===== src/rtl/dbts_pkg.sv =====
// Package for the double buffer transfer sequencer: command and request codes,
// field widths and the beat structures shared by the modules. No dependencies.
package dbts_pkg;

    localparam int FLEN_W = 24;
    localparam int POS_W  = 24;
    localparam int LEN_W  = 17;
    localparam int CMD_W  = 2;
    localparam int KIND_W = 2;

    localparam logic [CMD_W-1:0] CMD_START      = 2'd0;
    localparam logic [CMD_W-1:0] CMD_READ_DONE  = 2'd1;
    localparam logic [CMD_W-1:0] CMD_WRITE_DONE = 2'd2;

    localparam logic [KIND_W-1:0] KIND_READ  = 2'd0;
    localparam logic [KIND_W-1:0] KIND_WRITE = 2'd1;
    localparam logic [KIND_W-1:0] KIND_DONE  = 2'd2;

    typedef struct packed {
        logic [CMD_W-1:0]  command;
        logic [FLEN_W-1:0] file_length;
    } in_beat_t;

    typedef struct packed {
        logic [KIND_W-1:0] request_kind;
        logic              buffer_sel;
        logic [POS_W-1:0]  position;
        logic [LEN_W-1:0]  length;
        logic              last;
    } res_beat_t;

    typedef struct packed {
        logic [1:0] count;
        res_beat_t  res0;
        res_beat_t  res1;
    } push_t;

endpackage


===== src/rtl/dbts_in_reg.sv =====
// Input register stage of the transfer sequencer: holds one command beat
// until the core takes it. Depends on dbts_pkg.
module dbts_in_reg (
    input  logic              aclk,
    input  logic              aresetn,
    input  logic              s_valid,
    output logic              s_ready,
    input  dbts_pkg::in_beat_t s_beat,
    output logic              beat_valid,
    output dbts_pkg::in_beat_t beat,
    input  logic              take
);
    import dbts_pkg::*;

    logic     valid_reg;
    logic     valid_next;
    in_beat_t beat_reg;

    assign s_ready    = !valid_reg || take;
    assign beat_valid = valid_reg;
    assign beat       = beat_reg;

    always_comb begin
        valid_next = valid_reg;
        if (take) begin
            valid_next = 1'b0;
        end
        if (s_valid && s_ready) begin
            valid_next = 1'b1;
        end
    end

    always_ff @(posedge aclk) begin
        if (!aresetn) begin
            valid_reg <= 1'b0;
        end else begin
            valid_reg <= valid_next;
        end
    end

    always_ff @(posedge aclk) begin
        if (s_valid && s_ready) begin
            beat_reg <= s_beat;
        end
    end

endmodule


===== src/rtl/dbts_core.sv =====
// Sequencer core: transfer state and the single-pass step that turns one
// command beat into up to two request beats. Depends on dbts_pkg.
module dbts_core #(
    parameter int CHUNK_BYTES = 65536,
    parameter int LENGTH_BITS = 24
) (
    input  logic               aclk,
    input  logic               aresetn,
    input  logic               beat_valid,
    input  dbts_pkg::in_beat_t beat,
    input  logic               space_ok,
    output logic               take,
    output dbts_pkg::push_t    push
);
    import dbts_pkg::*;

    localparam int STATE_W = (LENGTH_BITS < FLEN_W) ? LENGTH_BITS : FLEN_W;
    localparam int CALC_W  = FLEN_W + 1;
    localparam logic [CALC_W-1:0] LEN_MAX = CALC_W'((64'd1 << LENGTH_BITS) - 64'd1);
    localparam logic [CALC_W-1:0] CHUNK_C = CALC_W'(CHUNK_BYTES);

    logic               busy_reg,      busy_next;
    logic [STATE_W-1:0] rd_rem_reg,    rd_rem_next;
    logic [STATE_W-1:0] rd_pos_reg,    rd_pos_next;
    logic [STATE_W-1:0] wr_rem_reg,    wr_rem_next;
    logic [STATE_W-1:0] wr_pos_reg,    wr_pos_next;
    logic               cur_buf_reg,   cur_buf_next;
    logic               wr_fin_reg,    wr_fin_next;
    logic               rd_fin_reg,    rd_fin_next;

    logic [CALC_W-1:0]  flen_w;
    logic [STATE_W-1:0] flen_s;
    logic [LEN_W-1:0]   wlen;
    logic [LEN_W-1:0]   rlen;

    function automatic logic [LEN_W-1:0] chunk_of(input logic [STATE_W-1:0] n);
        logic [CALC_W-1:0] nw;
        nw = CALC_W'(n);
        return (nw < CHUNK_C) ? LEN_W'(nw) : LEN_W'(CHUNK_C);
    endfunction

    function automatic logic [STATE_W-1:0] sub_len(input logic [STATE_W-1:0] a,
                                                   input logic [LEN_W-1:0] b);
        return STATE_W'(CALC_W'(a) - CALC_W'(b));
    endfunction

    function automatic logic [STATE_W-1:0] add_len(input logic [STATE_W-1:0] a,
                                                   input logic [LEN_W-1:0] b);
        return STATE_W'(CALC_W'(a) + CALC_W'(b));
    endfunction

    assign take = beat_valid && space_ok;

    always_comb begin
        busy_next    = busy_reg;
        rd_rem_next  = rd_rem_reg;
        rd_pos_next  = rd_pos_reg;
        wr_rem_next  = wr_rem_reg;
        wr_pos_next  = wr_pos_reg;
        cur_buf_next = cur_buf_reg;
        wr_fin_next  = wr_fin_reg;
        rd_fin_next  = rd_fin_reg;
        push         = '0;
        flen_w       = CALC_W'(beat.file_length);
        if (flen_w > LEN_MAX) begin
            flen_w = LEN_MAX;
        end
        flen_s = STATE_W'(flen_w);
        wlen   = chunk_of(wr_rem_reg);
        rlen   = chunk_of(rd_rem_reg);

        if (take) begin
            case (beat.command)
                CMD_START: begin
                    if (!busy_reg) begin
                        busy_next    = 1'b1;
                        cur_buf_next = 1'b0;
                        wr_fin_next  = 1'b1;
                        rd_fin_next  = 1'b0;
                        wr_rem_next  = flen_s;
                        wr_pos_next  = '0;
                        rd_rem_next  = sub_len(flen_s, chunk_of(flen_s));
                        rd_pos_next  = STATE_W'(chunk_of(flen_s));
                        push.count   = 2'd1;
                        push.res0    = '{KIND_READ, 1'b0, '0, chunk_of(flen_s), 1'b1};
                    end
                end
                CMD_READ_DONE, CMD_WRITE_DONE: begin
                    if (busy_reg) begin
                        rd_fin_next = rd_fin_reg || (beat.command == CMD_READ_DONE);
                        wr_fin_next = wr_fin_reg || (beat.command == CMD_WRITE_DONE);
                        if (rd_fin_next && wr_fin_next) begin
                            if (wr_rem_reg == '0) begin
                                busy_next  = 1'b0;
                                push.count = 2'd1;
                                push.res0  = '{KIND_DONE, 1'b0, '0, '0, 1'b1};
                            end else begin
                                wr_rem_next  = sub_len(wr_rem_reg, wlen);
                                wr_pos_next  = add_len(wr_pos_reg, wlen);
                                wr_fin_next  = 1'b0;
                                cur_buf_next = !cur_buf_reg;
                                push.res0    = '{KIND_WRITE, cur_buf_reg,
                                                 POS_W'(wr_pos_reg), wlen, 1'b0};
                                if (rd_rem_reg != '0) begin
                                    rd_rem_next = sub_len(rd_rem_reg, rlen);
                                    rd_pos_next = add_len(rd_pos_reg, rlen);
                                    rd_fin_next = 1'b0;
                                    push.count  = 2'd2;
                                    push.res1   = '{KIND_READ, !cur_buf_reg,
                                                    POS_W'(rd_pos_reg), rlen, 1'b1};
                                end else begin
                                    push.count     = 2'd1;
                                    push.res0.last = 1'b1;
                                end
                            end
                        end
                    end
                end
                default: begin
                end
            endcase
        end
    end

    always_ff @(posedge aclk) begin
        if (!aresetn) begin
            busy_reg    <= 1'b0;
            rd_rem_reg  <= '0;
            rd_pos_reg  <= '0;
            wr_rem_reg  <= '0;
            wr_pos_reg  <= '0;
            cur_buf_reg <= 1'b0;
            wr_fin_reg  <= 1'b0;
            rd_fin_reg  <= 1'b0;
        end else begin
            busy_reg    <= busy_next;
            rd_rem_reg  <= rd_rem_next;
            rd_pos_reg  <= rd_pos_next;
            wr_rem_reg  <= wr_rem_next;
            wr_pos_reg  <= wr_pos_next;
            cur_buf_reg <= cur_buf_next;
            wr_fin_reg  <= wr_fin_next;
            rd_fin_reg  <= rd_fin_next;
        end
    end

endmodule


===== src/rtl/dbts_out_fifo.sv =====
// Four-entry result queue of the transfer sequencer: takes up to two request
// beats per cycle and presents one per cycle while m_ready is high. Depends on dbts_pkg.
module dbts_out_fifo (
    input  logic                aclk,
    input  logic                aresetn,
    input  dbts_pkg::push_t     push,
    output logic                space_ok,
    output logic                m_valid,
    input  logic                m_ready,
    output dbts_pkg::res_beat_t m_beat
);
    import dbts_pkg::*;

    res_beat_t  entries_reg [4];
    logic [1:0] wr_ptr_reg, wr_ptr_next;
    logic [1:0] rd_ptr_reg, rd_ptr_next;
    logic [2:0] count_reg,  count_next;
    logic       pop;

    assign m_valid  = count_reg != 3'd0;
    assign m_beat   = entries_reg[rd_ptr_reg];
    assign space_ok = count_reg <= 3'd2;
    assign pop      = m_valid && m_ready;

    always_comb begin
        wr_ptr_next = wr_ptr_reg + push.count;
        rd_ptr_next = rd_ptr_reg + {1'b0, pop};
        count_next  = count_reg + {1'b0, push.count} - {2'b00, pop};
    end

    always_ff @(posedge aclk) begin
        if (!aresetn) begin
            wr_ptr_reg <= '0;
            rd_ptr_reg <= '0;
            count_reg  <= '0;
        end else begin
            wr_ptr_reg <= wr_ptr_next;
            rd_ptr_reg <= rd_ptr_next;
            count_reg  <= count_next;
        end
    end

    always_ff @(posedge aclk) begin
        if (push.count != 2'd0) begin
            entries_reg[wr_ptr_reg] <= push.res0;
        end
        if (push.count == 2'd2) begin
            entries_reg[wr_ptr_reg + 2'd1] <= push.res1;
        end
    end

endmodule


===== src/rtl/double_buffer_transfer_sequencer_top.sv =====
// Double buffer transfer sequencer, top level.
// Depends on dbts_pkg, dbts_in_reg, dbts_core and dbts_out_fifo.
//
// Usage:
//   The s_ channel carries command beats: start load (with file_length),
//   disk read finished, memory write finished. The m_ channel carries request
//   beats: disk read, memory write or load complete, with buffer, position and
//   length; m_last marks the final request caused by one command.
//   A start issues a read into buffer 0. Once both the disk and memory flags
//   are set, a write from the current buffer follows, then a read into the
//   other buffer while file data remains. Starts while busy, events while
//   idle and unknown commands give no requests.
//   The first request of a command passes through the input register and then
//   the result queue before it is valid. A command is taken every cycle while
//   the result queue has room for two requests; it drains one request per cycle
//   while m_ready is high, so commands that cause two requests go at its pace.
//   Reset clears the transfer state and empties the queue. When the receiver
//   stalls, the core holds once three requests wait in the queue, and s_ready
//   drops with one more command held in the input register, after at most
//   four commands that cause requests.
module double_buffer_transfer_sequencer_top #(
    parameter int CHUNK_BYTES = 65536,
    parameter int LENGTH_BITS = 24
) (
    input  logic                                aclk,
    input  logic                                aresetn,
    input  logic                                s_valid,
    output logic                                s_ready,
    input  logic [dbts_pkg::CMD_W-1:0]          s_command,
    input  logic [dbts_pkg::FLEN_W-1:0]         s_file_length,
    output logic                                m_valid,
    input  logic                                m_ready,
    output logic [dbts_pkg::KIND_W-1:0]         m_request_kind,
    output logic                                m_buffer_sel,
    output logic [dbts_pkg::POS_W-1:0]          m_position,
    output logic [dbts_pkg::LEN_W-1:0]          m_length,
    output logic                                m_last
);
    import dbts_pkg::*;

    in_beat_t  s_beat;
    in_beat_t  beat;
    logic      beat_valid;
    logic      take;
    logic      space_ok;
    push_t     push;
    res_beat_t m_beat;

    assign s_beat.command     = s_command;
    assign s_beat.file_length = s_file_length;

    dbts_in_reg u_in_reg (
        .aclk       (aclk),
        .aresetn    (aresetn),
        .s_valid    (s_valid),
        .s_ready    (s_ready),
        .s_beat     (s_beat),
        .beat_valid (beat_valid),
        .beat       (beat),
        .take       (take)
    );

    dbts_core #(
        .CHUNK_BYTES (CHUNK_BYTES),
        .LENGTH_BITS (LENGTH_BITS)
    ) u_core (
        .aclk       (aclk),
        .aresetn    (aresetn),
        .beat_valid (beat_valid),
        .beat       (beat),
        .space_ok   (space_ok),
        .take       (take),
        .push       (push)
    );

    dbts_out_fifo u_out_fifo (
        .aclk     (aclk),
        .aresetn  (aresetn),
        .push     (push),
        .space_ok (space_ok),
        .m_valid  (m_valid),
        .m_ready  (m_ready),
        .m_beat   (m_beat)
    );

    assign m_request_kind = m_beat.request_kind;
    assign m_buffer_sel   = m_beat.buffer_sel;
    assign m_position     = m_beat.position;
    assign m_length       = m_beat.length;
    assign m_last         = m_beat.last;

endmodule


===== config.mk =====
export PLATFORM = sky130hd
export DESIGN_NAME = double_buffer_transfer_sequencer_top
export DESIGN_NICKNAME = d
export VERILOG_FILES = /design/src/rtl/dbts_pkg.sv /design/src/rtl/dbts_in_reg.sv /design/src/rtl/dbts_core.sv /design/src/rtl/dbts_out_fifo.sv /design/src/rtl/double_buffer_transfer_sequencer_top.sv
export SDC_FILE = /design/constraint.sdc
export NUM_CORES = 1
export LEC_CHECK = 0
export ABC_AREA = 1
export ABC_CLOCK_PERIOD_IN_PS = 15960
export BUFFER_PORTS_ARGS = -buffer_cell sky130_fd_sc_hd__buf_2
export CAP_MARGIN = 0
export CORE_ASPECT_RATIO = 2
export CORE_MARGIN = 2
export CORE_UTILIZATION = 35
export DETAILED_ROUTE_END_ITERATION = 10
export PLACE_DENSITY = 0.48
export SLEW_MARGIN = 15
export SYNTH_ARGS = -nofsm -noshare
export SYNTH_HDL_FRONTEND = slang
export SYNTH_HIERARCHICAL = 1
export SYNTH_SLANG_ARGS = --single-unit

===== constraint.sdc =====
create_clock -name aclk -period 15.96 [get_ports aclk]
set_input_delay 0.798 -clock aclk [delete_from_list [all_inputs] [get_ports aclk]]
set_output_delay 0.798 -clock aclk [all_outputs]
set_load 0.01 [all_outputs]

==> out/summary.txt <==
Die area: 0.0570 mm^2
Clk_lat worst skew: 0.60 ns
Core area: 0.0544 mm^2
Post-synth top area share: 0.321
Synth Area in XOR/XNOR: 0.00864
Async set-or-reset flop fraction in the synthesized netlist: 0
Largest net degree at the start of global routing: 95
Resize count post-CTS: 0
Vias: 17500
Share of layout cells above drive strength 1: 0.132
FF+latch count, synth: 314
# clock sinks: 314
Worst-case clock buffer depth: 3
Syn Inst Count: 2520
P per Cell Area: 105 mW/mm^2
First-pass detailed-route iteration total: 5
First-pass GRT wire length: 105000 um
Maxcap violations: 0
Setup TNS: 0 ns
Count leader, synth: nand2_1
Die W: 170 um
Detail Route Antenna Nets: 0
Rel. slew slack: 0.206
Fmax: 196 MHz
Syn_area_per_cell: 7.64 um^2
Root Buffer: clkbuf_16
Row count: 121
Final setup fails: 0
Detailed Route Iter0 Violations: 1132
Kind of start point of the critical path: flop
Cell variety after synth: 59
Req. time, crit path: 16.19 ns
Hold Crit Class: input pin to flop
Num CTS Buffers: 31
Top FF cell, synth: edfxtp_1
Die Y: 336 um
Post-CTS Setup Repair Bufs: 0
Lkg Pwr: 7.58 nW
H-tree levels: 1
Slew Viols, Final: 0
Vias per cell: 5.43
Drt total wl: 70500 um
Compound-Gate Fraction of Synth Area: 0.197
Critical path class: flop to flop
CTS tree: done
Crit path max fanout: 47
Final Hold Vio Count: 0
Post-DP HPWL: 51500 um
Max FFs per register: 180
ANT cells: 0
I/O pin cnt: 77
Area leader, netlist: edfxtp_1
Run status: completed
Tcrit/Tclk final: 0.320
Minimum clock period: 5.10 ns
Area grow syn2layout: 9.11%
Adder-Cell Fraction of Synth Area: 0.0194
Mapped Area: 0.0193 mm^2
Top post-synthesis cells by count: 587 x nand2_1, 300 x nor2_1, 252 x inv_1, 219 x o21ai_0, 206 x edfxtp_1
CTS Hold Bufs: 0
Fin nets: 2586
Synth warn: 6
Worst setup margin: 10.86 ns
Fillcell total: 5598
Number of global-route vias before repair: 17200
Mux contribution to synthesized area: 0
Post-synth EDFFs: 206
Post-synthesis simple-gate area fraction: 0.248
GRT Util Overall: 0.248
# DRC: 0
Wire length per cell: 21.8 um
Crit end category: flop
Critical Path AT: 5.33 ns
Starting Density: 0.354
GR Overflow Total: 0
Worst vdd ir: 0.0000868 V
Slew at the pin closest to its max-slew limit: 1.19 ns
Worst-path clk slew: 0.07 ns
Sequential area share after synthesis: 0.434
Place WS: 10.84 ns
Largest family of logic cells by synthesized area: simple AND/OR/NAND/NOR gates
PortBufs: 76
Worst clock skew: 0.0145 ns
RSZ-0062 raised after global routing: false
Initial antenna violation count: 0
Synth area leaders: edfxtp_1 32%, nand2_1 11%, dfxtp_1 11%
Gpl congestion: 0.958
[stage by stage]
step | hold WS (ns) | total power, W | area, um^2 | instances | util
after floorplan | 0.439 | 0.00126 | 19300 | 2523 | -
after global placement | 0.447 | 0.00142 | 19900 | 3171 | 0.366
after detailed placement | 0.462 | 0.00142 | 19900 | 3171 | 0.366
after CTS | 0.334 | 0.00222 | 21000 | 3229 | 0.386
after global routing | 0.344 | 0.00230 | 21000 | 3229 | 0.387
final | 0.367 | 0.00220 | 21000 | 3229 | 0.387
[final timing paths]
path | start | end | slack [ns] | cells past startpoint
worst min register to register | u_core/wr_pos_reg[23] | u_core/wr_pos_reg[23] | 0.47 | 2
worst min-delay path | s_file_length[17] | u_in_reg/beat[17] | 0.37 | 1
worst max-delay path | u_in_reg/beat[25] | u_out_fifo/entries_reg[0][5] | 10.86 | 16
worst max register to register | u_in_reg/beat[25] | u_out_fifo/entries_reg[0][5] | 10.86 | 16
[worst max-delay path, cell delays in order, from the launching register on]
cell and delay (ns):
edfxtp_1 0.39, inv_1 0.09, ha_1 0.28, buf_4 0.40, nand2_1 0.13, nor3_1 0.33
nand2_1 0.12, nor2_1 0.14, nand2_1 0.07, buf_4 0.26, a31oi_1 0.38, inv_2 0.13
nor2_8 0.18, nand3_4 0.54, buf_4 0.55, nand2_2 0.11, buf_4 0.57
[area by class of cell]
class,instances,area [um^2],share of cell area
well taps,676,846,0.0403
flip-flops and latches,314,8350,0.397
multi-input cells,1813,9150,0.436
inverters,266,1000,0.0477
clock buffers,40,850,0.0404
clock inverters,18,235,0.0112
repair buffers,102,576,0.0274
[cells by family after synthesis]
family                   after synthesis
AO/OA/AOI/OAI                        633
XOR/XNOR                              19
adder cells (fa/ha/maj)               28
buffers and inverters                396
flip-flops                           314
other                                  2
AND/OR/NAND/NOR                     1128
[placed cells by master (no fill, tap or decap), types with 24 or more instances in the layout]
cell type / n
nand2_1: 584
nor2_1: 300
inv_1: 251
o21ai_0: 218
edfxtp_1: 206
a21oi_1: 130
nand3_1: 128
dfxtp_1: 107
o21ai_2: 97
buf_2: 76
o21ai_1: 59
o22ai_1: 52
a31oi_1: 32
clkbuf_16: 31
buf_4: 26
ha_1: 25
nand2_2: 24
nor3_1: 24
[where the power goes]
group	switching, W	internal, W
combinational	0.000351	0.000132
clock	0.000345	0.000458
sequential	0.0000295	0.000886
total	0.000725	0.00148
[metal layers]
layer | up-vias | track usage | routed length, um
met3 | 161 | 0.0218 | 2840
met5 | - | 0 | 0
met2 | 507 | 0.479 | 38300
met4 | 0 | 0.147 | 4750
met1 | 8389 | 0.254 | 24700
li1 | 8479 | - | -
No activity file was read; power rests on OpenSTA's default activity.
